--- src/hdl/cyk_pkg.sv ---
// Shared types and constants for the CYK parse tree counter.
package cyk_pkg;

  localparam int unsigned MODE_W  = 3;
  localparam int unsigned SYM_W   = 4;
  localparam int unsigned TERM_W  = 7;
  localparam int unsigned COUNT_W = 32;
  localparam int unsigned STAT_W  = 2;

  typedef enum logic [MODE_W-1:0] {
    MODE_BINARY = 3'd0,
    MODE_UNARY  = 3'd1,
    MODE_SYMBOL = 3'd2,
    MODE_PARSE  = 3'd3,
    MODE_CLEAR  = 3'd4
  } mode_e;

  typedef enum logic [STAT_W-1:0] {
    STATUS_OK       = 2'd0,
    STATUS_OVERFLOW = 2'd1,
    STATUS_EMPTY    = 2'd2
  } status_e;

  typedef enum logic [2:0] {
    ST_IDLE,
    ST_UNARY,
    ST_BINARY,
    ST_DRAIN,
    ST_WRITEBACK,
    ST_EMIT
  } state_e;

  typedef struct packed {
    logic load;
    logic issue_un;
    logic issue_bin;
    logic wb;
    logic capture;
    logic clear_str;
  } dp_cmd_t;

  typedef struct packed {
    logic busy;
    logic overflow;
  } dp_stat_t;

endpackage

--- src/hdl/cyk_ctrl.sv ---
// Controller: request handshake, chart traversal sequencer and response register.
module cyk_ctrl import cyk_pkg::*; #(
  parameter int unsigned MAX_LENGTH   = 64,
  parameter int unsigned NONTERMINALS = 16,
  parameter int unsigned LW  = 6,
  parameter int unsigned NW  = 4,
  parameter int unsigned SCW = 7,
  parameter int unsigned BCW = 10,
  parameter int unsigned UCW = 8,
  parameter int unsigned RCW = 10
) (
  input  logic               clk_i,
  input  logic               rst_ni,
  input  logic               req_valid_i,
  input  logic [MODE_W-1:0]  req_mode_i,
  output logic               req_ready_o,
  output logic               rsp_valid_o,
  input  logic               rsp_ready_i,
  output logic [COUNT_W-1:0] rsp_count_o,
  output logic [STAT_W-1:0]  rsp_status_o,
  output dp_cmd_t            cmd_o,
  input  dp_stat_t           stat_i,
  input  logic [SCW-1:0]     sym_cnt_i,
  input  logic [BCW-1:0]     bin_cnt_i,
  input  logic [UCW-1:0]     un_cnt_i,
  input  logic [COUNT_W-1:0] result_i,
  output logic [LW-1:0]      row_o,
  output logic [LW-1:0]      len_o,
  output logic [LW-1:0]      split_o,
  output logic [RCW-1:0]     rule_o,
  output logic [NW-1:0]      nt_o
);

  state_e state_q, state_d;

  logic [LW-1:0]  row_q, len_q, split_q;
  logic [RCW-1:0] rule_q;
  logic [NW-1:0]  nt_q;
  logic           empty_q;
  logic           out_valid_q;
  logic [COUNT_W-1:0] out_count_q;
  status_e        out_status_q;

  logic parse_req, slot_free;
  logic un_last, bin_last, split_last, nt_last, final_cell, more_rows;

  assign parse_req  = (state_q == ST_IDLE) && req_valid_i && (mode_e'(req_mode_i) == MODE_PARSE);
  assign slot_free  = !out_valid_q || rsp_ready_i;
  assign un_last    = (rule_q + RCW'(1)) == RCW'(un_cnt_i);
  assign bin_last   = (rule_q + RCW'(1)) == RCW'(bin_cnt_i);
  assign split_last = split_q == (len_q - LW'(1));
  assign nt_last    = nt_q == NW'(NONTERMINALS - 1);
  assign final_cell = (row_q == '0) && ((LW + 2)'(len_q) + (LW + 2)'(1) == (LW + 2)'(sym_cnt_i));
  // Another start position exists for the current span length.
  assign more_rows  = (LW + 2)'(row_q) + (LW + 2)'(len_q) + (LW + 2)'(2)
                      <= (LW + 2)'(sym_cnt_i);

  always_comb begin
    state_d = state_q;
    unique case (state_q)
      ST_IDLE: begin
        if (parse_req) begin
          if (sym_cnt_i == '0) state_d = ST_EMIT;
          else if (un_cnt_i == '0) state_d = ST_DRAIN;
          else state_d = ST_UNARY;
        end
      end
      ST_UNARY:  if (un_last) state_d = ST_DRAIN;
      ST_BINARY: if (bin_last && split_last) state_d = ST_DRAIN;
      ST_DRAIN:  if (!stat_i.busy) state_d = ST_WRITEBACK;
      ST_WRITEBACK: begin
        if (nt_last) begin
          if (final_cell) state_d = ST_EMIT;
          else if (more_rows && len_q == '0) state_d = (un_cnt_i == '0) ? ST_DRAIN : ST_UNARY;
          else state_d = (bin_cnt_i == '0) ? ST_DRAIN : ST_BINARY;
        end
      end
      ST_EMIT: if (slot_free) state_d = ST_IDLE;
      default: state_d = ST_IDLE;
    endcase
  end

  always_comb begin
    cmd_o           = '0;
    cmd_o.load      = (state_q == ST_IDLE) && req_valid_i
                      && (mode_e'(req_mode_i) != MODE_PARSE);
    cmd_o.issue_un  = state_q == ST_UNARY;
    cmd_o.issue_bin = state_q == ST_BINARY;
    cmd_o.wb        = state_q == ST_WRITEBACK;
    cmd_o.capture   = (state_q == ST_WRITEBACK) && (nt_q == '0) && final_cell;
    cmd_o.clear_str = (state_q == ST_EMIT) && slot_free;
  end

  always_ff @(posedge clk_i or negedge rst_ni) begin
    if (!rst_ni) state_q <= ST_IDLE;
    else state_q <= state_d;
  end

  always_ff @(posedge clk_i or negedge rst_ni) begin
    if (!rst_ni) begin
      row_q   <= '0;
      len_q   <= '0;
      split_q <= '0;
      rule_q  <= '0;
      nt_q    <= '0;
      empty_q <= 1'b0;
    end else begin
      unique case (state_q)
        ST_IDLE: begin
          if (parse_req) begin
            row_q   <= '0;
            len_q   <= '0;
            split_q <= '0;
            rule_q  <= '0;
            empty_q <= sym_cnt_i == '0;
          end
        end
        ST_UNARY: rule_q <= un_last ? '0 : rule_q + RCW'(1);
        ST_BINARY: begin
          if (bin_last) begin
            rule_q  <= '0;
            split_q <= split_last ? '0 : split_q + LW'(1);
          end else begin
            rule_q <= rule_q + RCW'(1);
          end
        end
        ST_DRAIN: nt_q <= '0;
        ST_WRITEBACK: begin
          nt_q <= nt_q + NW'(1);
          if (nt_last && !final_cell) begin
            if (more_rows) begin
              row_q <= row_q + LW'(1);
            end else begin
              row_q <= '0;
              len_q <= len_q + LW'(1);
            end
          end
        end
        ST_EMIT: ;
        default: ;
      endcase
    end
  end

  // Response register: a finished result waits here while loads continue.
  always_ff @(posedge clk_i or negedge rst_ni) begin
    if (!rst_ni) begin
      out_valid_q <= 1'b0;
    end else if (state_q == ST_EMIT && slot_free) begin
      out_valid_q <= 1'b1;
    end else if (rsp_ready_i) begin
      out_valid_q <= 1'b0;
    end
  end

  always_ff @(posedge clk_i) begin
    if (state_q == ST_EMIT && slot_free) begin
      out_count_q <= empty_q ? '0 : result_i;
      if (empty_q) out_status_q <= STATUS_EMPTY;
      else if (stat_i.overflow) out_status_q <= STATUS_OVERFLOW;
      else out_status_q <= STATUS_OK;
    end
  end

  assign req_ready_o  = state_q == ST_IDLE;
  assign rsp_valid_o  = out_valid_q;
  assign rsp_count_o  = out_count_q;
  assign rsp_status_o = out_status_q;
  assign row_o        = row_q;
  assign len_o        = len_q;
  assign split_o      = split_q;
  assign rule_o       = rule_q;
  assign nt_o         = nt_q;

  // Only one kind of rule enters the pipeline at a time.
  a_issue_excl: assert property (@(posedge clk_i) disable iff (!rst_ni)
    !(cmd_o.issue_un && cmd_o.issue_bin))
    else $error("unary and binary issue together");

  // A cell is written back only after all its products have been summed.
  a_wb_drained: assert property (@(posedge clk_i) disable iff (!rst_ni)
    cmd_o.wb |-> !stat_i.busy)
    else $error("writeback with products in flight");

  // A parse request blocks further requests until its result is queued.
  a_parse_blocks: assert property (@(posedge clk_i) disable iff (!rst_ni)
    parse_req |=> !req_ready_o)
    else $error("request accepted during a parse");

  // Loads never reach the stores while the chart is being filled.
  a_no_load_busy: assert property (@(posedge clk_i) disable iff (!rst_ni)
    stat_i.busy |-> !cmd_o.load)
    else $error("store load during chart fill");

endmodule

--- config.mk ---
export PLATFORM = sky130hd
export DESIGN_NAME = cyk_ctrl
export DESIGN_NICKNAME = d
export VERILOG_FILES = /design/src/hdl/cyk_pkg.sv /design/src/hdl/cyk_ctrl.sv
export SDC_FILE = /design/constraint.sdc
export NUM_CORES = 1
export LEC_CHECK = 0
export BUFFER_PORTS_ARGS = -buffer_cell sky130_fd_sc_hd__buf_2
export CORE_ASPECT_RATIO = 1.75
export CORE_MARGIN = 1
export CORE_UTILIZATION = 48
export DETAILED_ROUTE_END_ITERATION = 8
export PLACE_DENSITY = 0.78
export SLEW_MARGIN = 25
export SYNTH_ARGS = -nofsm -noshare
export SYNTH_HDL_FRONTEND = slang
export SYNTH_SLANG_ARGS = --single-unit
--- constraint.sdc ---
create_clock -name clk_i -period 3.5 [get_ports clk_i]
set_input_delay 0.35 -clock clk_i [delete_from_list [all_inputs] [get_ports clk_i]]
set_output_delay 0.35 -clock clk_i [all_outputs]
set_load 0.01 [all_outputs]
==> summary.md <==
| Metric | Value |
|---|---|
| Post-DP HPWL | `10250 um` |
| Number of buffers inserted by hold repair at cts | `0` |
| Slew HR | `42.29%` |
| # H-tree levels | `3` |
| Cells taking the most area after synthesis | `sky130_fd_sc_hd__edfxtp_1, sky130_fd_sc_hd__dfrtp_1, sky130_fd_sc_hd__ha_1` |
| CTS clk-pin slew, worst paths | `around 0.060 ns` |
| Share of the synthesized area in the top cell type | `a little over a fifth` |
| Buffers plus inverters on the worst setup path | `3` |
| Netlist area before placement | `4901 um^2` |
| Most frequently used cell type in the post-synthesis netlist | `sky130_fd_sc_hd__nor2b_1` |
| Starting Density | `about half` |
| Critical path's top delay family | `compound AO/OA/AOI/OAI gates` |
| Final nets | `756` |
| Max-cap violations | `0` |
| Fill count | `about 800` |
| Post-synthesis instance total | `504` |
| Yosys warns | `0` |
| TritonCTS clock tree | `built` |
| Global placement routability congestion | `just over 0.9` |
| Max stage delay cell, worst path | `sky130_fd_sc_hd__dfrtp_1` |
| Clock skew after layout | `slightly below 0.007 ns` |
| Depth of the most critical reg-to-reg path | `18` |
| Master cell of the clock root buffer | `sky130_fd_sc_hd__clkbuf_16` |
| Number of global-route vias before repair | `4407` |
| Row cnt | `between 40 and 50` |
| Setup Slack @ Placement | `-0.1519 ns` |
| Global-route wire length before repair | `approximately 21000 um` |
| Worst Setup Path Type | `flip-flop to flip-flop` |
| Sort of element at the start of the critical path | `flip-flop` |
| Flip-flop and latch count after synthesis | `~70` |
| Overall routing resource usage | `between 20 and 30%` |
| Die width | `just under 80 um` |
| Wire per inst | `approximately 18 um` |
| Setup slack after layout | `-0.02167 ns` |
| Area after detailed placement | `5833 um^2` |
| RSZ-0062 raised after global routing | `yes` |
| Source-to-sink clock delay at the later pin of the worst-skew pair | `0.34 ns` |
| Number of flops mapped to enable cells by yosys | `34` |
| Final global-route overflow total | `0` |
| # diodes | `0` |
| Req. time, crit path | `around 3.7 ns` |
| Total Wirelength | `roughly 14000 um` |
| Share of synthesized flip-flops with an asynchronous set or reset | `a little over half` |
| Layout cells sized above 1 | `roughly 35%` |
| Highest cell delay on the worst timing path | `~0.37 ns` |
| CTS Buf Count | `9` |
| Y dimension of the die | `approximately 140 um` |
| Final core occ | `64.39%` |
| Boundary Pins | `140` |
| Via-to-Cell Ratio | `just under 6` |
| DRT Pass-1 Iters | `4` |
| Outcome | `finished with violations` |
| Most common flop cell mapped by yosys | `sky130_fd_sc_hd__dfrtp_1` |
| Overall power after layout | `around 4.6 mW` |
| Leak pwr | `between 2 and 3 nW` |
| Share of the clock period used by the worst path | `100.6%` |
| Post-synthesis cell type count | `a little over 70` |
| Final slew viol count | `0` |
| Max VDD drop | `~0.44 mV` |
| Layout overhead on the synthesized area | `30.20%` |
| Maximum number of pins on one net before global-route repair | `38` |
| Highest clock rate | `0.2840 GHz` |
| Power per cell area | `728.4 nW/um^2` |
| Port buffer count | `139` |
| Total non-filler cell area in the finished layout | `around 6400 um^2` |
| Initial antenna violation count | `0` |
| CTS sink count | `71` |
| Most frequent cells after synthesis | `sky130_fd_sc_hd__nor2b_1, sky130_fd_sc_hd__dfrtp_1, sky130_fd_sc_hd__edfxtp_1` |
| Crit path depth | `18` |
| Slew of the pin with the lowest slew margin | `around 0.87 ns` |
| Vias after detailed routing | `between 4000 and 5000` |
| Die Footprint | `10630 um^2` |
| Largest buffer count on any clock path | `2` |
| Core Footprint | `a little under 10000 um^2` |
| Post-synthesis average cell area | `a little under 10 um^2` |
| Number of antenna-violating nets in the routed design | `0` |
| Post-route DRC violation count | `0` |
| Fin. Hold Viols | `0` |
| Worst-path maximum fanout | `4` |
| Worst hold path type | `input pin to async pin` |
| Drt initial violations | `just under 300` |
| Shortest clock period the worst path allows after layout | `3.522 ns` |
| Register area share after synthesis | `roughly two fifths` |
| Mapped Nets | `around 600` |
| Violated checks | `negative setup slack` |
| Worst endpoint data arrival time | `3.74 ns` |
| Cell chain of the critical path | `inv_2, ha_4, inv_2, ha_4, buf_6, a21o_1, a21oi_2, o21bai_1, a21oi_1, xnor2_1, ha_1, and3_4, nand2_4, a221o_1, a31oi_4, a41oi_2, a211oi_2, o31ai_1` |
| Total setup violations reported at the end of the flow | `2` |
| Post-synthesis cell type with the largest combined area | `sky130_fd_sc_hd__edfxtp_1` |
| Critical path endpoint category | `flip-flop` |
[worst paths after layout]
kind                               endpoint  slack, ns         from
worst max-delay path             state_q[1]      -0.02     len_o[1]
worst max register to register   state_q[1]      -0.02     len_o[1]
min in group clk_i              rsp_valid_o       0.27  rsp_ready_i
max in group asynchronous           empty_q       2.77       rst_ni
worst min-delay path              rule_o[1]       0.13       rst_ni
worst min register to register   split_o[5]       0.58   split_o[5]
[repair_timing]
action | CTS | global route
gates cloned | 0 | 0
endpoints found under the setup margin | 13 | 15
setup buffers | 0 | 7
pin swaps | 6 | 18
gates resized for setup | 15 | 26
[per-layer routing]
| metal | part of all wire, % | vias to the layer above | global-route usage (%) |
|---|---|---|---|
| met3 | 3.9 | 46 | 4.781 |
| met1 | 36 | 2222 | 26.10 |
| met5 | 0 | - | 0 |
| met2 | 56 | 164 | 47.81 |
| li1 | - | 2140 | - |
| met4 | 3.5 | 0 | 14.51 |
[cells in the final DEF, fill, tap and decap left out, types with 12 or more instances in the layout]
cell type,Yosys,layout
sky130_fd_sc_hd__xnor2_1,27,27
sky130_fd_sc_hd__buf_4,4,32
sky130_fd_sc_hd__buf_2,7,139
sky130_fd_sc_hd__a21oi_1,23,18
sky130_fd_sc_hd__nand2_1,24,22
sky130_fd_sc_hd__nor2b_1,39,39
sky130_fd_sc_hd__dfrtp_1,37,36
sky130_fd_sc_hd__ha_1,27,23
sky130_fd_sc_hd__xor2_1,17,17
sky130_fd_sc_hd__edfxtp_1,34,34
sky130_fd_sc_hd__nand3_1,27,26
sky130_fd_sc_hd__o21ai_0,21,12
sky130_fd_sc_hd__nor2_1,23,23
sky130_fd_sc_hd__inv_1,33,28
[cells by family (layout without fill, tap and decap cells)]
| logic type | count (synthesis) | after routing | share of synthesized area, % |
|---|---|---|---|
| multiplexers | 5 | 5 | 1.149 |
| adder cells (fa/ha/maj) | 28 | 28 | 7.301 |
| buffers and inverters | 58 | 221 | 5.233 |
| AND/OR/NAND/NOR | 190 | 190 | 22.39 |
| XOR/XNOR | 47 | 47 | 9.140 |
| AO/OA/AOI/OAI | 105 | 105 | 15.06 |
| flip-flops | 71 | 71 | 39.72 |
[cell type report]
cell class | count | area, um^2 | share of cell area, %
Clock buffer | 9 | 225.2 | 3.529
Clock inverter | 7 | 120.1 | 1.882
Inverter | 33 | 123.9 | 1.941
Multi-Input combinational cell | 375 | 2860 | 44.82
Sequential cell | 71 | 1948 | 30.53
Tap cell | 125 | 156.4 | 2.451
Timing Repair Buffer | 172 | 947.2 | 14.84
[through the flow]
stage          cells  hold WS, ns  setup TNS [ns]
6_report         792       0.1308        -0.02717
5_1_grt          792       0.1775          -1.406
4_1_cts          785       0.1496               0
3_5_place_dp     769       0.5068          -1.115
3_3_place_gp     769       0.5001               0
2_1_floorplan    504      0.05441               0
[state kept, by name (all words and copies together), names as in the netlist]
| signal | count |
|---|---|
| row_o | 6 |
| empty_q | 1 |
| len_o | 6 |
| rsp_count_o | 32 |
| state_q | 3 |
| nt_o | 4 |
| rule_o | 10 |
| split_o | 6 |
| rsp_status_o | 2 |
| rsp_valid_o | 1 |
[worst reg2reg max path: cells and delay by family (launching register included)]
kind                       cells  cell delay, ns
AOI/OAI and AO/OA              9            1.70
xor gates and xnor gates       1            0.09
buffers and inverters          3            0.22
and+or+nand+nor                2            0.27
adders and majority gates      3            0.75
DFF                            1            0.37
[power breakdown]
group	switching, mW	internal [mW]
Clock	0.361	0.698
Combinational	1.29	0.970
Sequential	0.276	1.05
Total	1.93	2.72
(Power assumes the default switching activity.)
